`src/hdl/vstc_pkg.sv`:
```
`timescale 1ns / 1ps
package vstc_pkg;

	localparam int FRACTION_BITS = 16;

	localparam int ONE        = 1 << FRACTION_BITS;
	localparam int QUARTER    = ONE / 4;
	localparam int SPEED_LIM  = 4 * ONE;
	localparam int TOL_ZERO   = (ONE + 50) / 100;
	localparam int TOL_HOLD   = (ONE + 100) / 200;
	localparam int POWER_MIN  = (3 * ONE + 5) / 10;
	localparam int SLEW       = (ONE + 10) / 20;

	// reciprocal multipliers: floor(x / d) = (x * R) >> K over the value ranges used
	localparam int RCP10      = 3355444;   // K = 25, x < 2^21
	localparam int RCP10_SH   = 25;
	localparam int RCP100     = 2684355;   // K = 28, x < 2^21
	localparam int RCP100_SH  = 28;
	localparam int RCP7       = 149797;    // K = 20, x < 2^17
	localparam int RCP7_SH    = 20;
	localparam int DIV_BIAS   = 8192;      // keeps the /100 operand non-negative

	localparam logic [1:0] OP_TICK  = 2'd0;
	localparam logic [1:0] OP_ACCEL = 2'd1;
	localparam logic [1:0] OP_BRAKE = 2'd2;
	localparam logic [1:0] OP_SPARE = 2'd3;

	typedef enum logic [3:0] {
		SP_NONE,
		SP_ACC,
		SP_BRK,
		SP_DV,
		SP_GOAL,
		SP_SMUL,
		SP_SDIV,
		SP_SPD,
		SP_TGT,
		SP_RMUL,
		SP_DPOW,
		SP_PWR,
		SP_OUT
	} dp_step_t;

	typedef enum logic [3:0] {
		ST_IDLE,
		ST_ACC,
		ST_BRK,
		ST_DV,
		ST_GOAL,
		ST_SMUL,
		ST_SDIV,
		ST_SPD,
		ST_TGT,
		ST_RMUL,
		ST_DPOW,
		ST_PWR,
		ST_FIN
	} ctrl_state_t;

	typedef struct packed {
		logic     in_take;
		dp_step_t step;
	} dp_cmd_t;

	typedef struct packed {
		logic rev;
	} dp_status_t;

endpackage

```
`src/hdl/vehicle_speed_throttle_controller_core.sv`:
```
`timescale 1ns / 1ps
// Channel  | Handshake            | Payload
// in       | in_valid / in_stall  | operation, request_on, time_step, fast_time
// out      | out_valid / out_stall| speed_now, speed_goal, power_level
// cfg      | cfg_valid / cfg_ready| max_speed
//
// A tick walks the one shared multiplier through each dependent product in
// order: DV, GOAL, SMUL, SDIV, SPD, TGT, an RMUL step for reverse thrust only,
// DPOW, PWR, then FIN. Command items run ACC or BRK, then FIN; unused-code items
// go straight to FIN. A new input is taken only once the controller is idle again.
// Reset clears speeds, power and request latches; max_speed resets to 58593.
// A result waits in the output register while the next item runs; only the
// final load step holds, while out_stall is high and the last result still waits.
module vehicle_speed_throttle_controller_core (
	input  logic               clk,
	input  logic               arst_n,
	input  logic               in_valid,
	output logic               in_stall,
	input  logic [1:0]         operation,
	input  logic               request_on,
	input  logic [19:0]        time_step,
	input  logic               fast_time,
	output logic               out_valid,
	input  logic               out_stall,
	output logic signed [19:0] speed_now,
	output logic signed [19:0] speed_goal,
	output logic [16:0]        power_level,
	input  logic               cfg_valid,
	output logic               cfg_ready,
	input  logic [18:0]        max_speed
);

	vstc_pkg::dp_cmd_t    cmd;
	vstc_pkg::dp_status_t sts;

	// register writes are always taken
	assign cfg_ready = 1'b1;

	vstc_ctrl u_ctrl (
		.clk       (clk),
		.arst_n    (arst_n),
		.in_valid  (in_valid),
		.in_stall  (in_stall),
		.operation (operation),
		.out_valid (out_valid),
		.out_stall (out_stall),
		.sts       (sts),
		.cmd       (cmd)
	);

	vstc_dp u_dp (
		.clk           (clk),
		.arst_n        (arst_n),
		.cmd           (cmd),
		.sts           (sts),
		.cfg_we        (cfg_valid & cfg_ready),
		.cfg_max_speed (max_speed),
		.request_on    (request_on),
		.time_step     (time_step),
		.fast_time     (fast_time),
		.speed_now     (speed_now),
		.speed_goal    (speed_goal),
		.power_level   (power_level)
	);

endmodule

```
`src/hdl/vstc_ctrl.sv`:
```
`timescale 1ns / 1ps
module vstc_ctrl (
	input  logic                clk,
	input  logic                arst_n,
	input  logic                in_valid,
	output logic                in_stall,
	input  logic [1:0]          operation,
	output logic                out_valid,
	input  logic                out_stall,
	input  vstc_pkg::dp_status_t sts,
	output vstc_pkg::dp_cmd_t   cmd
);

	vstc_pkg::ctrl_state_t state_q, state_d;
	logic out_valid_q, out_valid_d;

	always_ff @(posedge clk or negedge arst_n) begin
		if (!arst_n) begin
			state_q     <= vstc_pkg::ST_IDLE;
			out_valid_q <= 1'b0;
		end else begin
			state_q     <= state_d;
			out_valid_q <= out_valid_d;
		end
	end

	always_comb begin
		state_d     = state_q;
		out_valid_d = out_valid_q & out_stall;
		cmd.in_take = 1'b0;
		cmd.step    = vstc_pkg::SP_NONE;
		case (state_q)
			vstc_pkg::ST_IDLE: begin
				if (in_valid) begin
					cmd.in_take = 1'b1;
					case (operation)
						2'(vstc_pkg::OP_TICK):  state_d = vstc_pkg::ST_DV;
						2'(vstc_pkg::OP_ACCEL): state_d = vstc_pkg::ST_ACC;
						2'(vstc_pkg::OP_BRAKE): state_d = vstc_pkg::ST_BRK;
						default:                state_d = vstc_pkg::ST_FIN;
					endcase
				end
			end
			vstc_pkg::ST_ACC: begin
				cmd.step = vstc_pkg::SP_ACC;
				state_d  = vstc_pkg::ST_FIN;
			end
			vstc_pkg::ST_BRK: begin
				cmd.step = vstc_pkg::SP_BRK;
				state_d  = vstc_pkg::ST_FIN;
			end
			vstc_pkg::ST_DV: begin
				cmd.step = vstc_pkg::SP_DV;
				state_d  = vstc_pkg::ST_GOAL;
			end
			vstc_pkg::ST_GOAL: begin
				cmd.step = vstc_pkg::SP_GOAL;
				state_d  = vstc_pkg::ST_SMUL;
			end
			vstc_pkg::ST_SMUL: begin
				cmd.step = vstc_pkg::SP_SMUL;
				state_d  = vstc_pkg::ST_SDIV;
			end
			vstc_pkg::ST_SDIV: begin
				cmd.step = vstc_pkg::SP_SDIV;
				state_d  = vstc_pkg::ST_SPD;
			end
			vstc_pkg::ST_SPD: begin
				cmd.step = vstc_pkg::SP_SPD;
				state_d  = vstc_pkg::ST_TGT;
			end
			vstc_pkg::ST_TGT: begin
				cmd.step = vstc_pkg::SP_TGT;
				state_d  = sts.rev ? vstc_pkg::ST_RMUL : vstc_pkg::ST_DPOW;
			end
			vstc_pkg::ST_RMUL: begin
				cmd.step = vstc_pkg::SP_RMUL;
				state_d  = vstc_pkg::ST_DPOW;
			end
			vstc_pkg::ST_DPOW: begin
				cmd.step = vstc_pkg::SP_DPOW;
				state_d  = vstc_pkg::ST_PWR;
			end
			vstc_pkg::ST_PWR: begin
				cmd.step = vstc_pkg::SP_PWR;
				state_d  = vstc_pkg::ST_FIN;
			end
			vstc_pkg::ST_FIN: begin
				// hold until the output register is free
				if (!out_valid_q || !out_stall) begin
					cmd.step    = vstc_pkg::SP_OUT;
					out_valid_d = 1'b1;
					state_d     = vstc_pkg::ST_IDLE;
				end
			end
			default: state_d = vstc_pkg::ST_IDLE;
		endcase
	end

	assign in_stall  = (state_q != vstc_pkg::ST_IDLE);
	assign out_valid = out_valid_q;

endmodule

```
`src/hdl/vstc_dp.sv`:
```
`timescale 1ns / 1ps
module vstc_dp (
	input  logic                 clk,
	input  logic                 arst_n,
	input  vstc_pkg::dp_cmd_t    cmd,
	output vstc_pkg::dp_status_t sts,
	input  logic                 cfg_we,
	input  logic [18:0]          cfg_max_speed,
	input  logic                 request_on,
	input  logic [19:0]          time_step,
	input  logic                 fast_time,
	output logic signed [19:0]   speed_now,
	output logic signed [19:0]   speed_goal,
	output logic [16:0]          power_level
);

	logic [18:0]        max_speed_q;
	logic signed [19:0] goal_q, cur_q;
	logic [16:0]        power_q;
	logic               accel_q, brake_q;
	logic [19:0]        ts_q;
	logic               fast_q, req_q;
	logic signed [47:0] prod_q;
	logic [16:0]        tgt_q;
	logic               rev_q, hold_q, small_q, gnz_q;
	logic [16:0]        tgtf_q;

	logic signed [23:0] mul_a, mul_b;
	logic signed [47:0] prod;

	logic signed [21:0] g, cur, gs, gn, lim_s, dvs;
	logic [18:0]        lim;
	logic               clr;
	logic signed [21:0] step_v, cn, m_v;
	logic               stand, neg;
	logic signed [21:0] err, merr;
	logic [25:0]        m10;
	logic [16:0]        tgt0;
	logic               rev_c;
	logic [16:0]        tgtf;
	logic signed [17:0] diff, dpow, dmul, pdist, adist, ad, np;

	assign g   = 22'(goal_q);
	assign cur = 22'(cur_q);

	// shared multiplier, operands chosen by the step
	always_comb begin
		mul_a = '0;
		mul_b = '0;
		m_v   = 22'(prod_q[37:16] + 22'sd50);
		case (cmd.step)
			vstc_pkg::SP_DV: begin
				mul_a = 24'({1'b0, ts_q} + 21'd5);
				mul_b = 24'(vstc_pkg::RCP10);
			end
			vstc_pkg::SP_SMUL: begin
				mul_a = 24'($signed({1'b0, power_q}) - 18'sd16384);
				mul_b = 24'({1'b0, ts_q});
			end
			vstc_pkg::SP_SDIV: begin
				// round: floor((p + 50*ONE) / ONE) then bias for the /100
				m_v   = $signed(prod_q[37:16]) + 22'sd50;
				mul_a = 24'(m_v + 22'(vstc_pkg::DIV_BIAS * 100));
				mul_b = 24'(vstc_pkg::RCP100);
			end
			vstc_pkg::SP_RMUL: begin
				mul_a = 24'({(18'(vstc_pkg::ONE) - {1'b0, tgt_q}), 1'b0} + 19'd3);
				mul_b = 24'(vstc_pkg::RCP7);
			end
			vstc_pkg::SP_DPOW: begin
				mul_a = 24'(dpow);
				mul_b = 24'({1'b0, ts_q});
			end
			default: ;
		endcase
	end
	assign prod = 48'(mul_a) * 48'(mul_b);

	// target ramp
	always_comb begin
		lim   = (max_speed_q > 19'(vstc_pkg::SPEED_LIM)) ? 19'(vstc_pkg::SPEED_LIM)
			: max_speed_q;
		lim_s = $signed({3'b0, lim});
		dvs   = $signed({5'b0, prod_q[41:25]});
		clr   = 1'b0;
		gs    = g;
		gn    = g;
		if (accel_q) begin
			gs = g + dvs;
			if (g < 0 && gs >= 0) begin
				gn  = '0;
				clr = 1'b1;
			end else begin
				gn = gs;
			end
			if (gn > lim_s) gn = lim_s;
		end else if (brake_q) begin
			gs = g - dvs;
			if (g > 0 && gs <= 0) begin
				gn  = '0;
				clr = 1'b1;
			end else begin
				gn = gs;
			end
			if (gn < -lim_s) gn = -lim_s;
		end
		if (gn > 22'sd262144) gn = 22'sd262144;
		if (gn < -22'sd262144) gn = -22'sd262144;
	end

	// speed integration
	always_comb begin
		step_v = $signed({7'b0, prod_q[42:28]}) - 22'(vstc_pkg::DIV_BIAS);
		stand  = (cur > -22'(vstc_pkg::TOL_ZERO)) && (cur < 22'(vstc_pkg::TOL_ZERO));
		neg    = (stand && (g < 0)) || (cur < 0);
		if (!stand || (power_q > 17'(vstc_pkg::QUARTER))) begin
			cn = neg ? cur - step_v : cur + step_v;
			if (cn > 22'sd262144) cn = 22'sd262144;
			if (cn < -22'sd262144) cn = -22'sd262144;
		end else begin
			cn = '0;
		end
	end

	// power goal
	always_comb begin
		err   = g - cur;
		merr  = (err < 0) ? -err : err;
		m10   = 26'(merr) * 26'd10;
		if (m10 < 26'(vstc_pkg::POWER_MIN))   tgt0 = 17'(vstc_pkg::POWER_MIN);
		else if (m10 > 26'(vstc_pkg::ONE))    tgt0 = 17'(vstc_pkg::ONE);
		else                                  tgt0 = m10[16:0];
		rev_c = ((cur > 0) && (err < 0)) || ((cur < 0) && (err > 0));
	end
	assign sts.rev = rev_c;

	always_comb begin
		if (!gnz_q)                     tgtf = '0;
		else if (hold_q || small_q)     tgtf = 17'(vstc_pkg::QUARTER);
		else if (rev_q)                 tgtf = {3'b0, prod_q[33:20]};
		else                            tgtf = tgt_q;
		diff = $signed({1'b0, tgtf}) - $signed({1'b0, power_q});
		if (!gnz_q)                               dpow = -18'(vstc_pkg::SLEW);
		else if (diff > 18'(vstc_pkg::SLEW))      dpow = 18'(vstc_pkg::SLEW);
		else if (diff < -18'(vstc_pkg::SLEW))     dpow = -18'(vstc_pkg::SLEW);
		else                                      dpow = diff;
	end

	// power slew
	always_comb begin
		dmul  = $signed(prod_q[33:16]);
		pdist = $signed({1'b0, tgtf_q}) - $signed({1'b0, power_q});
		adist = (pdist < 0) ? -pdist : pdist;
		ad    = (dmul < 0) ? -dmul : dmul;
		np    = $signed({1'b0, power_q}) + dmul;
		if (np < 0) np = '0;
		if (np > 18'(vstc_pkg::ONE)) np = 18'(vstc_pkg::ONE);
	end

	always_ff @(posedge clk or negedge arst_n) begin
		if (!arst_n) begin
			max_speed_q <= 19'd58593;
			goal_q      <= '0;
			cur_q       <= '0;
			power_q     <= '0;
			accel_q     <= 1'b0;
			brake_q     <= 1'b0;
		end else begin
			if (cfg_we) max_speed_q <= cfg_max_speed;
			case (cmd.step)
				vstc_pkg::SP_ACC: begin
					accel_q <= req_q;
					brake_q <= 1'b0;
				end
				vstc_pkg::SP_BRK: begin
					brake_q <= req_q;
					accel_q <= 1'b0;
				end
				vstc_pkg::SP_GOAL: begin
					goal_q <= gn[19:0];
					if (clr) begin
						accel_q <= 1'b0;
						brake_q <= 1'b0;
					end
				end
				vstc_pkg::SP_SPD: cur_q <= cn[19:0];
				vstc_pkg::SP_PWR: begin
					if (ad > adist) power_q <= tgtf_q;
					else            power_q <= np[16:0];
				end
				default: ;
			endcase
		end
	end

	always_ff @(posedge clk) begin
		if (cmd.in_take) begin
			ts_q   <= time_step;
			fast_q <= fast_time;
			req_q  <= request_on;
		end
		case (cmd.step)
			vstc_pkg::SP_DV, vstc_pkg::SP_SMUL, vstc_pkg::SP_SDIV,
			vstc_pkg::SP_RMUL:
				prod_q <= prod;
			vstc_pkg::SP_DPOW: begin
				prod_q <= prod + 48'sd32768;
				tgtf_q <= tgtf;
			end
			vstc_pkg::SP_TGT: begin
				tgt_q   <= tgt0;
				rev_q   <= rev_c;
				hold_q  <= merr <= 22'(vstc_pkg::TOL_HOLD);
				small_q <= (merr < 22'(vstc_pkg::TOL_ZERO)) && fast_q;
				gnz_q   <= (g >= 22'(vstc_pkg::TOL_ZERO)) || (g <= -22'(vstc_pkg::TOL_ZERO));
			end
			vstc_pkg::SP_OUT: begin
				speed_now   <= cur_q;
				speed_goal  <= goal_q;
				power_level <= power_q;
			end
			default: ;
		endcase
	end

endmodule
```
`config.mk`:
```
export PLATFORM = sky130hd
export DESIGN_NAME = vehicle_speed_throttle_controller_core
export DESIGN_NICKNAME = d
export VERILOG_FILES = /design/src/hdl/vstc_pkg.sv /design/src/hdl/vehicle_speed_throttle_controller_core.sv /design/src/hdl/vstc_ctrl.sv /design/src/hdl/vstc_dp.sv
export SDC_FILE = /design/constraint.sdc
export NUM_CORES = 2
export LEC_CHECK = 0
export ABC_AREA = 1
export BUFFER_PORTS_ARGS = -buffer_cell sky130_fd_sc_hd__buf_4
export CAP_MARGIN = 10
export CORE_UTILIZATION = 50
export DETAILED_ROUTE_END_ITERATION = 12
export HOLD_SLACK_MARGIN = 0.15
export PLACE_DENSITY = 0.64
export SYNTH_ARGS = -nofsm -noshare
export SYNTH_HDL_FRONTEND = slang
export SYNTH_SLANG_ARGS = --single-unit
```
`constraint.sdc`:
```
create_clock -name clk -period 13.2 [get_ports clk]
set_input_delay 2.64 -clock clk [delete_from_list [all_inputs] [get_ports clk]]
set_output_delay 2.64 -clock clk [all_outputs]
set_load 0.01 [all_outputs]
```
# Word level (Yosys, flattened, before mapping)
# Cells that the tools add are included.
dict set report op_classes {
  n_addsub 20
  n_mul 2
  n_div 0
  n_lt_le_gt_ge 31
  n_eq_ne 29
  shift 0
  n_mux 51
  n_bitwise 1
  reduce_logical 27
}
# cell n
set op_table {}
lappend op_table {{22-bit 2-to-1 mux} 14}
lappend op_table {{24-bit one-hot mux with 5 select lines} 1}
lappend op_table {{18-bit 2-to-1 mux} 6}
lappend op_table {{17-bit 2-to-1 mux} 6}
lappend op_table {{22-bit one-hot mux with 4 select lines} 1}
lappend op_table {{43-bit one-hot mux with 2 select lines} 1}
lappend op_table {{20-bit 2-to-1 mux} 3}
lappend op_table {{18-bit by 1-bit < comparator with 1-bit output (second input constant)} 3}
lappend op_table {{4-bit one-hot mux with 12 select lines} 1}
lappend op_table {{22-bit by 20-bit > comparator with 1-bit output (second input constant)} 2}
lappend op_table {{22-bit by 19-bit < comparator with 1-bit output (second input constant)} 2}
lappend op_table {{4-bit one-hot mux with 11 select lines} 1}
lappend op_table {{43-bit by 17-bit adder with 43-bit output (second input constant)} 1}
lappend op_table {{24-bit by 23-bit multiplier with 43-bit output} 1}
lappend op_table {{4-bit equality test (second input constant)} 10}
lappend op_table {{20-bit by 1-bit > comparator with 1-bit output (second input constant)} 2}
lappend op_table {{20-bit by 1-bit < comparator with 1-bit output (second input constant)} 2}
lappend op_table {{18-bit negator} 2}
lappend op_table {{17-bit by 17-bit subtractor with 18-bit output} 2}
lappend op_table {{4-bit by 3-bit equality test with 1-bit output (second input constant)} 8}
lappend op_table {{26-bit by 17-bit > comparator with 1-bit output (second input constant)} 1}
lappend op_table {{26-bit by 15-bit < comparator with 1-bit output (second input constant)} 1}
lappend op_table {{26-bit by 3-bit multiplier with 25-bit output (second input constant)} 1}
lappend op_table {{22-bit by 21-bit adder with 23-bit output (second input constant)} 1}
lappend op_table {{other kinds (57)} 88}
dict set report totals {
  ff_bits 243
  latchBits 0
  ramBits 0
  romBits 0
  in_bits 48
  output_inout_bits 60
  n_memories 0
}

# Logic depth before layout (Yosys ltp)
dict set report logic_depth {
  ltp_word 14
  ltp_mapped 67
  ltp_nobuf 65
}

# By module
# From an unflattened synthesis, not the netlist that was laid out.
dict set report hier_totals {
  cells_unflattened 5944
  hier_area_um2 43096.3
}
# module n_inst cells_per_inst area_per_inst_um2
set modules_own_cells {}
lappend modules_own_cells {vstc_dp 1 5878 42684.7}
lappend modules_own_cells {vstc_ctrl 1 64 400.4}
lappend modules_own_cells {vehicle_speed_throttle_controller_core 1 2 11.3}

# Least setup slack after synthesis
# No wires, ideal clock.
dict set report synth_timing {
  path_kind {register to register}
  startpoint {register u_dp.gnz_q}
  endpoint {register u_dp.prod_q[34] (data pin)}
  setup_time_ps 289
  arrival_time_ps 9667
  required_ps 12911
  setup_slack_ps 3244
  stages_incl_launch_ff 54
  n_path_buf 2
  synth_period_minus_slack_ps 9956
  path_cell_list {edfxtp_1 inv_1 nor2_1 inv_1 clkbuf_1 nor2_1 fa_1 nand3_1 nand2_1 nand2_1 nand2_1 xor2_1 o311ai_0 a31oi_1 nand3_1 ha_1 nor2_1 inv_1 [18 not listed] nor2_1 inv_1 nor4_1 nand2_1 nand2_1 nand2_1 nand2_1 nand3_1 nand3b_1 nand2_1 nor2_1 nand2_1 nor2_1 nand3_1 nand2_1 nand2_1 nand2_1 o21ai_1}
}
dict set report synth_between {
  elab_chain_len 10
}
# element line_no
set synth_lines {}
lappend synth_lines {{start, declared} vstc_dp.sv:25} ;# logic rev_q, hold_q, small_q, gnz_q;
lappend synth_lines {{start signal, assigned} vstc_dp.sv:215} ;# gnz_q <= (g >= 22'(vstc_pkg::TOL_ZERO)) || (g <= -22'(vstc_pkg::TOL_ZERO));
lappend synth_lines {{17-bit 2-to-1 mux *} vstc_dp.sv:138} ;# if (!gnz_q) tgtf = '0;
lappend synth_lines {{net u_dp.tgtf[1]} vstc_dp.sv:40} ;# logic [16:0] tgtf;
lappend synth_lines {{17-bit by 17-bit subtractor with 18-bit output *} vstc_dp.sv:142} ;# diff = $signed({1'b0, tgtf}) - $signed({1'b0, power_q});
lappend synth_lines {{18-bit by 13-bit < comparator with 1-bit output} vstc_dp.sv:145} ;# else if (diff < -18'(vstc_pkg::SLEW)) dpow = -18'(vstc_pkg::SLEW);
lappend synth_lines {{18-bit 2-to-1 mux} vstc_dp.sv:145}
lappend synth_lines {{18-bit 2-to-1 mux *} vstc_dp.sv:144} ;# else if (diff > 18'(vstc_pkg::SLEW)) dpow = 18'(vstc_pkg::SLEW);
lappend synth_lines {{18-bit 2-to-1 mux *} vstc_dp.sv:143} ;# if (!gnz_q) dpow = -18'(vstc_pkg::SLEW);
lappend synth_lines {{24-bit one-hot mux with 5 select lines *} vstc_dp.sv:51} ;# case (cmd.step)
lappend synth_lines {{24-bit by 23-bit multiplier with 43-bit output *} vstc_dp.sv:77} ;# assign prod = 48'(mul_a) * 48'(mul_b);
lappend synth_lines {{43-bit by 17-bit adder with 43-bit output} vstc_dp.sv:207} ;# prod_q <= prod + 48'sd32768;
lappend synth_lines {{43-bit one-hot mux with 2 select lines *} vstc_dp.sv:202} ;# case (cmd.step)
lappend synth_lines {{end signal, assigned} vstc_dp.sv:205} ;# prod_q <= prod;
lappend synth_lines {{end signal, assigned} vstc_dp.sv:207}
lappend synth_lines {{end, declared} vstc_dp.sv:23} ;# logic signed [47:0] prod_q;
# Mark *: on every way through the listed nets, which the timed path passes. The rest lies on a longest branch.
# A chain may end at the register's enable or synchronous reset.

# Worst setup path after layout
dict set report layout_timing {
  startpoint {register u_dp.rev_q}
  endpoint {register u_dp.prod_q[35] (data pin)}
}
dict set report layout_between {
  elab_chain_len 12
}
# element line_no
set layout_lines {}
lappend layout_lines {{start, declared} vstc_dp.sv:25}
lappend layout_lines {{start signal, assigned} vstc_dp.sv:212} ;# rev_q <= rev_c;
lappend layout_lines {{17-bit 2-to-1 mux *} vstc_dp.sv:140} ;# else if (rev_q) tgtf = {3'b0, prod_q[33:20]};
lappend layout_lines {{17-bit 2-to-1 mux *} vstc_dp.sv:139} ;# else if (hold_q || small_q) tgtf = 17'(vstc_pkg::QUARTER);
lappend layout_lines {{17-bit 2-to-1 mux *} vstc_dp.sv:138}
lappend layout_lines {{17-bit by 17-bit subtractor with 18-bit output *} vstc_dp.sv:142}
lappend layout_lines {{18-bit by 13-bit < comparator with 1-bit output} vstc_dp.sv:145}
lappend layout_lines {{18-bit 2-to-1 mux} vstc_dp.sv:145}
lappend layout_lines {{18-bit 2-to-1 mux *} vstc_dp.sv:144}
lappend layout_lines {{18-bit 2-to-1 mux *} vstc_dp.sv:143}
lappend layout_lines {{24-bit one-hot mux with 5 select lines *} vstc_dp.sv:51}
lappend layout_lines {{24-bit by 23-bit multiplier with 43-bit output *} vstc_dp.sv:77}
lappend layout_lines {{43-bit by 17-bit adder with 43-bit output} vstc_dp.sv:207}
lappend layout_lines {{43-bit one-hot mux with 2 select lines *} vstc_dp.sv:202}
# Every way passes the cells marked *; elsewhere a longest branch is shown, timed or not.

==> flow_metrics.py <==
metrics = {
    "layout": {
        "final_cell_mix": "inv_1 (1301), nand2_1 (1285), nor2_1 (603), fa_1 (520), ha_1 (366)",
        "syn2layout_area_growth_pct": 7.930,
        "final_common_cell": "inv_1",
        "nets": 6916,
        "drive_gt1_share_pct": 5.278,
        "design_area_sq_um": 46240,
    },
    "route": {
        "vias": 39091,
        "final_antenna_net_count": 0,
        "drc": 0,
        "drt_wl_total_microns": 147800,
        "viasPerCell": 5.474,
        "firstDrtPassIters": 6,
        "drt_first_iter_violations": 3268,
        "wl_per_cell_microns": 20.70,
    },
    "floorplan": {
        "fp.dieArea_sq_um": 86850,
        "die_y_microns": 294.7,
        "core-area_sq_um": 84220,
        "initial_utilization_pct": 50.87,
        "fp-row-count": 106,
        "die_w_microns": 294.7,
        "io_pins": 108,
    },
    "timing": {
        "fin_tns_setup_ns": 0,
        "fin_crit_ns": 12.20,
        "hold_violations": 0,
        "final-max-slew-violation-count": 0,
        "fin_ws_ns": 0.9995,
        "rsz0062_at_grt": "false",
        "tightest_slew_ns": 1.147,
        "finClkSkew_ns": 0.02601,
        "relSlewSlack_pct": 22.72,
        "max_freq_mhz": 81.96,
        "setup_violations": 0,
        "period_share_pct": 92.43,
    },
    "logic_synthesis": {
        "synth_flop_cell": "edfxtp_1",
        "synth-edff-count": 144,
        "ys_types": 67,
        "syn_inst": 5900,
        "syn_area_per_cell_sq_um": 7.261,
        "ys.warnings.count": 0,
        "synth-seq-cells": 227,
        "seq_area_frac_synth_pct": 14.97,
        "synth-async-reset-ratio_pct": 36.56,
        "syn_area_sq_um": 42840,
    },
    "global_routing": {
        "grt-ovfl-total": 0,
        "grt_pass1_vias": 39092,
        "grt_max_degree": 44,
        "antenna_found_initial": 1,
        "grt_pass1_wl_microns": 226900,
        "track_usage_pct": 34.52,
    },
    "worst_setup_path": {
        "crit_path_start_kind": "register",
        "cp_common_cell": "inv_1",
        "path_max_fanout": 25,
        "crit_type": "register to register",
        "cpPeakStageDelay_ns": 0.81,
        "end_kind": "register",
        "cp.arrival_ns": 12.59,
        "worstPathRequired_ns": 13.59,
        "slowest_stage": "edfxtp_1",
    },
    "clock_tree": {
        "cts_root_buf": "clkbuf_16",
        "cts_tree": "done",
        "cts_hold_repair.buffers": 0,
        "post_cts_resize_count": 0,
        "clk_path_buf_depth": 3,
        "numClockSinks": 227,
        "numCtsBuffers": 30,
        "path_clk_slew_ns": 0.06,
        "clkLatencyLatePin_ns": 0.64,
        "cts_max_level": 1,
        "postCtsSetupBuffers": 0,
    },
    "placed_design": {
        "hpwl_microns": 123400,
        "dp_slack_ns": 1.189,
        "place_area_sq_um": 45070,
        "place_congestion": 1.027,
        "portBuffers": 106,
    },
    "worst_hold_path": {
        "min_path_type": "register to register",
    },
    "outcome": {
        "status": "finished clean",
    },
    "flow_run": {
        "max-cap-violations": 0,
    },
}
==> path summary, 6_finish.rpt <==
kind | startpoint | end | slack, ns | cells after the start
max | u_dp.rev_q | u_dp.prod_q[35] | 1.0 | 47
min | u_dp.max_speed_q[6] | u_dp.max_speed_q[6] | 0.50 | 2
max reg2reg | u_dp.rev_q | u_dp.prod_q[35] | 1.0 | 47
min reg2reg | u_dp.max_speed_q[6] | u_dp.max_speed_q[6] | 0.50 | 2
max in group asynchronous | arst_n | u_dp.max_speed_q[6] | 10.13 | 2
min in group asynchronous | arst_n | u_dp.power_q[12] | 2.02 | 1
==> per-layer routing <==
metal  up-vias  part of all wire, %  track usage, %  wire (microns)
met2      1564                   46           56.89           67880
li1      18475                    -               -               -
met5         -                    0               0               0
met1     18722                   41           45.22           60900
met4         0                  5.8           17.11            8591
met3       330                  7.1           3.469           10460
==> Yosys cell counts, types with 4 or more instances <==
cell type | number | area (sq um)
inv_1 | 1301 | 4883
nand2_1 | 1285 | 4823
nor2_1 | 609 | 2286
fa_1 | 520 | 10410
ha_1 | 366 | 4579
a21oi_1 | 323 | 1617
nand3_1 | 236 | 1181
xor2_1 | 156 | 1366
o21ai_0 | 153 | 765.7
edfxtp_1 | 144 | 4324
nor3_1 | 109 | 545.5
clkbuf_1 | 104 | 390.4
dfrtp_1 | 75 | 1877
nand4_1 | 74 | 462.9
xnor2_1 | 67 | 586.8
nor4_1 | 36 | 225.2
a31oi_1 | 31 | 193.9
nand3b_1 | 26 | 195.2
o22ai_1 | 24 | 150.1
o211ai_1 | 22 | 165.2
o21bai_1 | 21 | 157.7
inv_2 | 17 | 63.81
clkinv_1 | 16 | 60.06
nand2_2 | 15 | 93.84
or2_2 | 15 | 93.84
nor2_2 | 13 | 81.33
o31ai_1 | 13 | 97.59
buf_2 | 12 | 60.06
a211oi_1 | 10 | 75.07
o21a_1 | 10 | 75.07
dfstp_2 | 8 | 210.2
a21o_1 | 7 | 52.55
nor3b_1 | 7 | 52.55
o221ai_1 | 7 | 61.31
buf_4 | 6 | 45.04
a21boi_0 | 5 | 37.54
a221oi_1 | 5 | 43.79
o21ai_1 | 4 | 20.02
==> sequential cells by signal, indices dropped and copies added (netlist names) <==
register,flops
u_dp.gnz_q,1
u_dp.cur_q,20
u_ctrl.out_valid,1
u_dp.accel_q,1
u_dp.hold_q,1
u_dp.req_q,1
u_dp.power_level,17
u_dp.small_q,1
u_dp.speed_goal,20
u_dp.rev_q,1
u_dp.power_q,17
u_dp.goal_q,20
u_ctrl.state_q,4
u_dp.fast_q,1
u_dp.tgt_q,17
u_dp.speed_now,20
u_dp.tgtf_q,17
u_dp.brake_q,1
u_dp.prod_q,27
u_dp.ts_q,20
u_dp.max_speed_q,19
==> critical path, delay by kind of cell, from the launching register on <==
kind / cells / cell delay, ns
fa+ha+maj: 11 / 4.92
buf+inv: 9 / 1.05
xor+xnor: 3 / 0.64
compound gates: 8 / 1.51
simple gates: 16 / 3.01
flops: 1 / 0.81
==> cell type report <==
cell class | count | area (sq um)
Multi-Input combinational cell | 4215 | 30930
Clock inverter | 24 | 380.4
Clock buffer | 32 | 758.2
Inverter | 1334 | 5007
Antenna cell | 1 | 2.502
Tap cell | 1134 | 1419
Fill cell | 8319 | 37980
Sequential cell | 227 | 6411
Timing Repair Buffer | 174 | 1326
==> per-stage QoR <==
| step | hold slack, ns | util [%] | cells |
|---|---|---|---|
| floorplan | 0.4531 | - | 5903 |
| global placement | 0.4836 | 53.51 | 7083 |
| detailed placement | 0.4877 | 53.51 | 7083 |
| CTS | 0.5024 | 54.86 | 7139 |
| global route | 0.5248 | 54.90 | 7140 |
| finish | 0.5011 | 54.90 | 7141 |
==> cell families (layout without fill, tap and decap cells) <==
kind of cell / count (synthesis) / in the layout / synth area share [%]
flops: 227 / 227 / 14.97
mux: 2 / 2 / 0.05257
buf+inv: 1461 / 1564 / 12.94
compound gates: 662 / 662 / 8.789
fa+ha+maj: 886 / 886 / 34.99
xor+xnor: 223 / 223 / 4.559
other cells: 2 / 6 / 0.01753
simple gates: 2437 / 2437 / 23.68
Power is not shown: default switching activity piles up to over one toggle a cycle in this logic, so the estimate is an artifact.
